$ cat config.mk
export PLATFORM = sky130hd
export DESIGN_NAME = signed_integer_to_radix_text_core
export DESIGN_NICKNAME = d
export VERILOG_FILES = /design/src/rtl/sirt_pkg.sv /design/src/rtl/sirt_div.sv /design/src/rtl/signed_integer_to_radix_text_core.sv
export SDC_FILE = /design/constraint.sdc
export NUM_CORES = 1
export LEC_CHECK = 0
export ABC_CLOCK_PERIOD_IN_PS = 6270
export BUFFER_PORTS_ARGS = -buffer_cell sky130_fd_sc_hd__buf_2
export CAP_MARGIN = 20
export CORE_MARGIN = 4
export CORE_UTILIZATION = 45
export CTS_CLUSTER_SIZE = 20
export DETAILED_ROUTE_END_ITERATION = 8
export GPL_TIMING_DRIVEN = 0
export SYNTH_ARGS = -nofsm -noshare
export SYNTH_HDL_FRONTEND = slang
export SYNTH_SLANG_ARGS = --single-unit
$ cat constraint.sdc
create_clock -name clk -period 6.27 [get_ports clk]
set_input_delay 0.627 -clock clk [delete_from_list [all_inputs] [get_ports clk]]
set_output_delay 0.627 -clock clk [all_outputs]
set_load 0.02 [all_outputs]
$ cat src/rtl/sirt_pkg.sv
// Package for the signed integer to radix text block.
// Register reset values, sign codes, sequencer states and the symbol lookup.
// No dependencies.
package sirt_pkg;

	localparam int SIRT_MAX_SYMBOLS = 16;
	localparam int SIRT_MAX_DIGITS  = 32;
	localparam int SIRT_VALUE_W     = 32;
	localparam int SIRT_RADIX_W     = 5;
	localparam int SIRT_SYM_W       = 8;
	localparam int SIRT_SYM_IDX_W   = 4;
	localparam int SIRT_ALPHA_W     = 64;

	localparam logic [SIRT_SYM_W-1:0] SIGN_PLUS  = 8'h2B;
	localparam logic [SIRT_SYM_W-1:0] SIGN_MINUS = 8'h2D;

	localparam logic [SIRT_RADIX_W-1:0] RESET_RADIX      = 5'd10;
	localparam logic [SIRT_ALPHA_W-1:0] RESET_ALPHA_LOW  = 64'h3736353433323130;
	localparam logic [SIRT_ALPHA_W-1:0] RESET_ALPHA_HIGH = 64'h4645444342413938;

	// register indexes (paddr[4:3])
	localparam logic [1:0] REG_RADIX      = 2'd0;
	localparam logic [1:0] REG_ALPHA_LOW  = 2'd1;
	localparam logic [1:0] REG_ALPHA_HIGH = 2'd2;

	typedef enum logic [2:0] {
		ST_IDLE,
		ST_CHECK,
		ST_DIV_START,
		ST_DIV_WAIT,
		ST_EMIT_SIGN,
		ST_EMIT
	} sirt_state_t;

	typedef struct packed {
		logic [SIRT_VALUE_W-1:0] quotient;
		logic [SIRT_RADIX_W-1:0] remainder;
		logic                    done;
	} sirt_div_rsp_t;

	function automatic logic [SIRT_SYM_W-1:0] sym_at(
		input logic [SIRT_ALPHA_W-1:0]   lo,
		input logic [SIRT_ALPHA_W-1:0]   hi,
		input logic [SIRT_SYM_IDX_W-1:0] idx
	);
		logic [SIRT_ALPHA_W-1:0] word;
		word = idx[3] ? hi : lo;
		return word[idx[2:0]*SIRT_SYM_W +: SIRT_SYM_W];
	endfunction

endpackage

$ cat src/rtl/sirt_div.sv
// Restoring divider, one quotient bit per cycle, 32-bit dividend by a
// divisor of at most 16. Depends on sirt_pkg.
module sirt_div
	import sirt_pkg::*;
(
	input  logic                    clk,
	input  logic                    arst_n,
	input  logic                    start,
	input  logic [SIRT_VALUE_W-1:0] dividend,
	input  logic [SIRT_RADIX_W-1:0] divisor,
	output sirt_div_rsp_t           rsp
);

	logic [SIRT_VALUE_W-1:0] quo_q;
	logic [SIRT_RADIX_W-1:0] rem_q;
	logic [SIRT_RADIX_W-1:0] dvs_q;
	logic [4:0]              cnt_q;
	logic                    busy_q;
	logic                    done_q;
	logic [SIRT_RADIX_W-1:0] shifted;
	logic                    fits;

	// remainder stays below the divisor (at most 16), so four bits carry it
	assign shifted = {rem_q[3:0], quo_q[SIRT_VALUE_W-1]};
	assign fits    = (shifted >= dvs_q);

	always_ff @(posedge clk or negedge arst_n) begin
		if (!arst_n) begin
			busy_q <= 1'b0;
			done_q <= 1'b0;
			cnt_q  <= '0;
		end else begin
			done_q <= busy_q && (cnt_q == 5'd31);
			if (start) begin
				busy_q <= 1'b1;
				cnt_q  <= '0;
			end else if (busy_q) begin
				cnt_q <= cnt_q + 5'd1;
				if (cnt_q == 5'd31)
					busy_q <= 1'b0;
			end
		end
	end

	always_ff @(posedge clk) begin
		if (start) begin
			quo_q <= dividend;
			rem_q <= '0;
			dvs_q <= divisor;
		end else if (busy_q) begin
			quo_q <= {quo_q[SIRT_VALUE_W-2:0], fits};
			rem_q <= fits ? (shifted - dvs_q) : shifted;
		end
	end

	assign rsp.quotient  = quo_q;
	assign rsp.remainder = rem_q;
	assign rsp.done      = done_q;

endmodule

$ cat src/rtl/signed_integer_to_radix_text_core.sv
// Flow: the alphabet check, then each digit on the shared bit-serial divider,
// then one output beat per cycle while the output is not stalled. One item at
// a time: in_stall is high from acceptance until the last beat is loaded into
// the output register.
// arst_n clears the sequencer and output valid, and sets the registers to
// radix 10 with alphabet "0123456789ABCDEF".
module signed_integer_to_radix_text_core
	import sirt_pkg::*;
#(
	parameter int MAX_SYMBOLS = SIRT_MAX_SYMBOLS
) (
	input  logic                    clk,
	input  logic                    arst_n,
	// config port
	input  logic                    psel,
	input  logic                    penable,
	input  logic                    pwrite,
	input  logic [4:0]              paddr,
	input  logic [SIRT_ALPHA_W-1:0] pwdata,
	output logic [SIRT_ALPHA_W-1:0] prdata,
	output logic                    pready,
	// input channel
	input  logic                    in_valid,
	output logic                    in_stall,
	input  logic signed [SIRT_VALUE_W-1:0] value,
	// output channel
	output logic                    out_valid,
	input  logic                    out_stall,
	output logic [SIRT_SYM_W-1:0]   symbol,
	output logic                    last
);

	localparam int DIG_W = $clog2(MAX_SYMBOLS);
	localparam int ND_W  = $clog2(SIRT_MAX_DIGITS);

	logic [SIRT_RADIX_W-1:0] radix_q;
	logic [SIRT_ALPHA_W-1:0] alpha_lo_q;
	logic [SIRT_ALPHA_W-1:0] alpha_hi_q;

	sirt_state_t state_q, state_d;

	logic                    neg_q;
	logic [SIRT_VALUE_W-1:0] mag_q;
	logic [DIG_W-1:0]        idx_q;
	logic [ND_W:0]           nd_q;
	logic [ND_W-1:0]         k_q;
	logic [DIG_W-1:0]        digits_q [SIRT_MAX_DIGITS];

	logic                    out_valid_q;
	logic [SIRT_SYM_W-1:0]   symbol_q;
	logic                    last_q;

	logic                    cfg_wr;
	logic                    range_ok;
	logic                    idx_last;
	logic                    sym_bad;
	logic [SIRT_SYM_W-1:0]   cur_sym;
	logic                    div_start;
	logic                    div_final;
	logic                    out_free;
	logic                    load_out;
	logic [SIRT_SYM_W-1:0]   load_sym;
	logic                    load_last;
	sirt_div_rsp_t           div_rsp;

	// ---------------- config registers
	assign pready = 1'b1;
	assign cfg_wr = psel && penable && pwrite;

	always_ff @(posedge clk or negedge arst_n) begin
		if (!arst_n) begin
			radix_q    <= RESET_RADIX;
			alpha_lo_q <= RESET_ALPHA_LOW;
			alpha_hi_q <= RESET_ALPHA_HIGH;
		end else if (cfg_wr) begin
			unique case (paddr[4:3])
				REG_RADIX:      radix_q    <= pwdata[SIRT_RADIX_W-1:0];
				REG_ALPHA_LOW:  alpha_lo_q <= pwdata;
				REG_ALPHA_HIGH: alpha_hi_q <= pwdata;
				default: ;
			endcase
		end
	end

	always_comb begin
		unique case (paddr[4:3])
			REG_RADIX:      prdata = {{(SIRT_ALPHA_W-SIRT_RADIX_W){1'b0}}, radix_q};
			REG_ALPHA_LOW:  prdata = alpha_lo_q;
			REG_ALPHA_HIGH: prdata = alpha_hi_q;
			default:        prdata = '0;
		endcase
	end

	// ---------------- alphabet check, one symbol against all later ones per cycle
	assign range_ok = (radix_q >= 5'd2) && (radix_q <= SIRT_RADIX_W'(MAX_SYMBOLS));
	assign idx_last = (SIRT_RADIX_W'(idx_q) == (radix_q - 5'd1));
	assign cur_sym  = sym_at(alpha_lo_q, alpha_hi_q, SIRT_SYM_IDX_W'(idx_q));

	always_comb begin
		sym_bad = (cur_sym == '0) || (cur_sym == SIGN_PLUS) || (cur_sym == SIGN_MINUS);
		for (int j = 0; j < MAX_SYMBOLS; j++) begin
			if ((SIRT_RADIX_W'(j) > SIRT_RADIX_W'(idx_q)) && (SIRT_RADIX_W'(j) < radix_q)
					&& (sym_at(alpha_lo_q, alpha_hi_q, SIRT_SYM_IDX_W'(j)) == cur_sym))
				sym_bad = 1'b1;
		end
	end

	// ---------------- shared divider
	sirt_div u_div (
		.clk      (clk),
		.arst_n   (arst_n),
		.start    (div_start),
		.dividend (mag_q),
		.divisor  (radix_q),
		.rsp      (div_rsp)
	);

	assign div_final = (div_rsp.quotient == '0) || (nd_q == (ND_W+1)'(SIRT_MAX_DIGITS - 1));

	// ---------------- sequencer
	assign out_free = !out_valid_q || !out_stall;

	always_comb begin
		state_d = state_q;
		unique case (state_q)
			ST_IDLE:
				if (in_valid)
					state_d = range_ok ? ST_CHECK : ST_IDLE;
			ST_CHECK:
				if (sym_bad)
					state_d = ST_IDLE;
				else if (idx_last)
					state_d = ST_DIV_START;
			ST_DIV_START:
				state_d = ST_DIV_WAIT;
			ST_DIV_WAIT:
				if (div_rsp.done)
					state_d = div_final ? (neg_q ? ST_EMIT_SIGN : ST_EMIT) : ST_DIV_START;
			ST_EMIT_SIGN:
				if (out_free)
					state_d = ST_EMIT;
			ST_EMIT:
				if (out_free && (k_q == '0))
					state_d = ST_IDLE;
			default:
				state_d = ST_IDLE;
		endcase
	end

	always_comb begin
		in_stall  = (state_q != ST_IDLE);
		div_start = (state_q == ST_DIV_START);
		load_out  = 1'b0;
		load_sym  = SIGN_MINUS;
		load_last = 1'b0;
		unique case (state_q)
			ST_EMIT_SIGN: load_out = out_free;
			ST_EMIT: begin
				load_out  = out_free;
				load_sym  = sym_at(alpha_lo_q, alpha_hi_q, SIRT_SYM_IDX_W'(digits_q[k_q]));
				load_last = (k_q == '0);
			end
			default: ;
		endcase
	end

	always_ff @(posedge clk or negedge arst_n) begin
		if (!arst_n)
			state_q <= ST_IDLE;
		else
			state_q <= state_d;
	end

	// working registers
	always_ff @(posedge clk) begin
		unique case (state_q)
			ST_IDLE: begin
				neg_q <= value[SIRT_VALUE_W-1];
				mag_q <= value[SIRT_VALUE_W-1] ? (SIRT_VALUE_W'(0) - SIRT_VALUE_W'(value))
				                               : SIRT_VALUE_W'(value);
				idx_q <= '0;
				nd_q  <= '0;
			end
			ST_CHECK:
				idx_q <= idx_q + DIG_W'(1);
			ST_DIV_WAIT:
				if (div_rsp.done) begin
					digits_q[nd_q[ND_W-1:0]] <= div_rsp.remainder[DIG_W-1:0];
					mag_q <= div_rsp.quotient;
					nd_q  <= nd_q + (ND_W+1)'(1);
					k_q   <= nd_q[ND_W-1:0];
				end
			ST_EMIT:
				if (out_free)
					k_q <= k_q - ND_W'(1);
			default: ;
		endcase
	end

	// ---------------- output register
	always_ff @(posedge clk or negedge arst_n) begin
		if (!arst_n)
			out_valid_q <= 1'b0;
		else if (load_out)
			out_valid_q <= 1'b1;
		else if (!out_stall)
			out_valid_q <= 1'b0;
	end

	always_ff @(posedge clk) begin
		if (load_out) begin
			symbol_q <= load_sym;
			last_q   <= load_last;
		end
	end

	assign out_valid = out_valid_q;
	assign symbol    = symbol_q;
	assign last      = last_q;

endmodule

After elaboration in Yosys (flattened, before gate mapping)
Memories as Yosys holds them, arrays and structs flattened. A register that Yosys moved wholly into a read port is not among the register bits.
Cells that the tools add are included.
{"block": "classes", "n_addsub": 7, "n_shift": 2, "div": 0, "reduce_logical": 58, "multipliers": 0, "mux": 52, "bitwise": 0, "eq_ne": 34, "magnitude_cmp": 33}
{"op": "$pmux 64 s3", "n": 1}
{"op": "$mux 32", "n": 4}
{"op": "$mux 64", "n": 2}
{"op": "$shiftx 64x7->8", "n": 2}
{"op": "$eq 8x8->1", "n": 15}
{"op": "$pmux 32 s2", "n": 1}
{"op": "$lt 4x5->1 const A", "n": 8}
{"op": "$logic_and 1x1->1", "n": 35}
{"op": "$gt 4x4->1 const A", "n": 8}
{"op": "$logic_not 32->1", "n": 1}
{"op": "$sub 1x32->32 const A", "n": 1}
{"op": "$mux 1", "n": 26}
{"op": "$mux 5", "n": 5}
{"op": "$mux 3", "n": 7}
{"op": "$lt 3x5->1 const A", "n": 4}
{"op": "$pmux 3 s6", "n": 1}
{"op": "$eq 8x6->1 const B", "n": 2}
{"op": "$gt 3x4->1 const A", "n": 4}
{"op": "$pmux 6 s2", "n": 1}
{"op": "$lt 2x5->1 const A", "n": 2}
{"op": "$pmux 5 s2", "n": 1}
{"op": "$sub 5x1->5 const B", "n": 2}
{"op": "$gt 2x4->1 const A", "n": 2}
{"op": "$logic_not 8->1", "n": 1}
{"op": "34 further kinds", "n": 50}
{"block": "totals", "latchBits": 0, "output_inout_bits": 76, "romBits": 0, "mem_bits_rw": 128, "n_memories": 1, "in_bits": 108, "ff_bits": 242}
{"name": "digits_q", "depth": 32, "width": 4, "rd": 1, "rd_ports_with_merged_regs": 1, "wr": 1, "line_no": "signed_integer_to_radix_text_core.sv:47", "rtl": "logic [DIG_W-1:0] digits_q [SIRT_MAX_DIGITS];"}

Depth between registers and ports, before layout
{"block": "logic_depth", "word_depth": 22, "mapped_depth": 14, "mapped_depth_nobuf": 11}

Cells and area by module
Synthesis repeated with hierarchy kept, for this count alone.
{"block": "unflattened", "hier_cells": 1769, "area_unflattened_um2": 21767.1}
{"mod": "signed_integer_to_radix_text_core", "seq_area_each_um2": 9148.8, "cells_per_inst": 1609, "n_inst": 1, "area_per_inst_um2": 19503.7}
{"mod": "sirt_div", "seq_area_each_um2": 1386.3, "cells_per_inst": 160, "n_inst": 1, "area_per_inst_um2": 2263.4}

Least setup slack after synthesis
Ideal clock, no wire load.
{"block": "synth_path", "path_type": "flip-flop to flip-flop", "startpoint": "register state_q[1]", "endpoint": "register mag_q[0], enable pin", "path_slack_ps": 2106, "path_stages_with_launch": 5, "path_buffers": 1, "required_time_ps": 5784, "setup_time_ps": 486, "t_arrival_ps": 3678, "cell_sequence": "dfrtp_1 > clkbuf_1 > nor2b_1 > nand2_1 > o21ai_0"}
{"block": "synth_via", "elab_chain_cells": 3, "elab_cells_between_ends": 5, "classes_between": "2 x eq/ne; 3 x reduce/logical"}
{"item": "start, declared", "line_no": "signed_integer_to_radix_text_core.sv:40", "rtl": "sirt_state_t state_q, state_d;"}
{"item": "start signal, assigned", "line_no": "signed_integer_to_radix_text_core.sv:171", "rtl": "state_q <= state_d;"}
{"item": "$eq 3x2->1 or $logic_not 3->1 (tied branches)", "line_no": "signed_integer_to_radix_text_core.sv:176", "rtl": "unique case (state_q)"}
{"item": "$ne 2x1->1 (no line) or $reduce_bool 2->1 (tied branches)"}
{"item": "$reduce_and 2->1 (no line) *"}
{"item": "end signal, assigned", "line_no": "signed_integer_to_radix_text_core.sv:179", "rtl": "mag_q <= value[SIRT_VALUE_W-1] ? (SIRT_VALUE_W'(0) - SIRT_VALUE_W'(value))"}
{"item": "end signal, assigned", "line_no": "signed_integer_to_radix_text_core.sv:189", "rtl": "mag_q <= div_rsp.quotient;"}
{"item": "end, declared", "line_no": "signed_integer_to_radix_text_core.sv:43", "rtl": "logic [SIRT_VALUE_W-1:0] mag_q;"}
Mark *: on every way between the ends. The rest lies on a longest branch, timed or not.
A chain may end at the register's enable or synchronous reset.

==> flow_metrics.tcl <==
set metrics [dict create \
    status "finished clean" \
    power_leakage_nw 9.336 \
    grtUsageMet3 0.07054 \
    synth.distinct_cells 74 \
    use_met2 0.4149 \
    core-area_mm2 0.04765 \
    grt_pass1_wl_um 106700 \
    hold_path.class "in2async" \
    clk_pin_slew_ns 0.06 \
    ys_warn_count 0 \
    syn_inst 1718 \
    grt_usage 0.2818 \
    dr_total_vias 15990 \
    grt_max_degree 87 \
    fp.dieW_um 227.2 \
    stdcell_count 2593 \
    h-tree-depth 2 \
    synth-edff-count 222 \
    cap_violations 0 \
    grt_busiest_layer "met1" \
    skew_ns 0.02873 \
    synthFlopType "edfxtp_1" \
    syn_to_final_growth_pct 14.70 \
    wl_per_cell_um 28.36 \
    worstMarginPinSlew_ns 1.147 \
    io-pin-count 184 \
    drv_slew 0 \
    postCtsResizedCells 0 \
    layout_common_cells "edfxtp_1 (222), buf_2 (192), mux2_2 (175)" \
    hold_violations 0 \
    place_congestion 0.9933 \
    antenna_found_initial 2 \
    async_flop_share 0.3840 \
    period_share 0.7865 \
    n_antenna_cell 0 \
    cts_tree "built" \
    grt_pass1_vias 15670 \
    syn_nets 1847 \
    globalRouteOverflowTotal 0 \
    setup_viol 0 \
    ctsHoldBuffers 0 \
    cts-root-buf "clkbuf_16" \
    remaining_drc_errors 0 \
    fmax_mhz 202.8 \
    start_util 0.4538 \
    finalCriticalPeriod_ns 4.931 \
    clock_sinks 375 \
    whs_ns 0.004298 \
    gr-usage-met1 0.4224 \
    nNetsFinal 2074 \
    synth_area_mm2 0.02162 \
    post-cts-setup-buffers 0 \
    die-area_mm2 0.05162 \
    hpwlAfterDp_um 54220 \
    final_common_cell "edfxtp_1" \
    ff2ff_path_depth 10 \
    drt_iter0_markers 1778 \
    worst_setup_path_start_kind "flip-flop" \
    final_layout_size_suffix_gt1_frac 0.3109 \
    rows 80 \
    antenna_left 0 \
    r2r_end "symbol[7]$_SDFFCE_PN0P_" \
    cts_buffer_depth 3 \
    clk_latency_ns 0.60 \
    arrival_ns 5.22 \
    dp_cells 2514 \
    cts_made_buffers 41 \
    powerDensity_mw_per_mm2 468.2 \
    r2r_slack_ns 1.34 \
    tns_ns 0 \
    slew_headroom 0.2339 \
    portBuffers 177 \
    die_h_um 227.2 \
    critical_path_class "reg2reg" \
    cp_max_fo 10 \
    routed_via_density 6.168 \
    rsz0062_at_grt "false" \
    drt_first_pass_iters 5 \
    end_kind "flip-flop" \
    ys_seq_area_frac 0.4863 \
    avgSynthCellArea_um2 12.59 \
    ys_ff_latch 375 \
    vdd_ir_drop_max_uv 251.7 \
    wl_um 73540 \
    required_ns 6.56 \
]
[synth_stat cells (all sizes together), types with 38 or more instances]
library cell	number	area, µm²
a211oi	38	285.3
a22o	59	516.8
buf	55	374.1
clkbuf	66	247.7
dfrtp	92	2302
dfstp	52	1366
edfxtp	222	6666
mux2	175	1971
mux2i	82	972.2
mux4	74	1667
nand2	109	411.7
nor2	72	270.3
o21ai	84	420.4
xnor2	95	832.1
xor2	107	937.2
[cells by family after synthesis]
logic type	after synthesis	synth area share
AOI/OAI and AO/OA	294	0.09351
adders and majority gates	21	0.01250
and+or+nand+nor	346	0.07905
other	1	0.0001734
buffers and inverters	148	0.03345
muxes	331	0.2132
DFF	375	0.4863
xor gates and xnor gates	202	0.08182
[through the flow]
stage	util	worst slack [ns]	total power (W)	cell area, µm²
finish	0.5205	1.339	0.01161	24800
global route	0.5205	1.272	0.01214	24800
detailed placement	0.4909	1.480	0.009027	23390
global placement	0.4886	0.2730	0.008942	23280
floorplan	-	2.106	0.007328	21620
CTS	0.5193	1.492	0.01153	24740
[registers in the layout, indices dropped and copies added (netlist names), 6 cells and up, named ones only]
name / cells
alpha_hi_q: 64
nd_q: 6
symbol: 8
alpha_lo_q: 64
mag_q: 32
digits_q: 128
u_div.quo_q: 32
[per-layer routing]
| layer | routed length, µm | vias up |
|---|---|---|
| li1 | - | 6953 |
| met1 | 32900 | 8228 |
| met2 | 32170 | 698 |
| met3 | 6614 | 114 |
| met4 | 1861 | 0 |
| met5 | 0 | - |
[cell type report]
cell class | instances | area [µm²]
Multi-Input combinational cell | 1195 | 10410
Inverter | 27 | 101.3
Clock buffer | 50 | 1101
Buffer | 121 | 621.8
Fill cell | 4210 | 22850
Sequential cell | 375 | 10520
Tap cell | 615 | 769.5
Clock inverter | 26 | 252.7
Timing Repair Buffer | 184 | 1032
[power by group]
group	switching, W	leakage [nW]	internal, W	total (W)
Sequential	0.000715	3.86	0.00343	0.00414
Clock	0.00104	0.661	0.00142	0.00246
Combinational	0.00296	4.82	0.00204	0.00501
[critical path, cell delays in order, from the launching register on]
cell	delay, ns
dfxtp_1	0.52
buf_2	0.38
buf_2	0.39
clkbuf_1	0.61
mux4_2	0.46
mux4_2	0.55
mux2i_4	0.56
buf_2	0.43
a211oi_1	0.08
a21oi_1	0.42
a211oi_1	0.21
[worst max path at each step]
stage | slack (ns) | end | from
finish | 1.34 | symbol[7]$_SDFFCE_PN0P_ | flip-flop
global route | 1.27 | symbol[7]$_SDFFCE_PN0P_ | flip-flop
CTS | 1.49 | symbol[4]$_SDFFCE_PN0P_ | flip-flop
detailed placement | 1.48 | symbol[4]$_SDFFCE_PN0P_ | flip-flop
global placement | 0.27 | mag_q[16]$_DFFE_PP_ | state_q[1]$_DFFE_PN0P_
floorplan | 2.11 | mag_q[0]$_DFFE_PP_ | state_q[1]$_DFFE_PN0P_
Power figures use the tool's default switching activity.
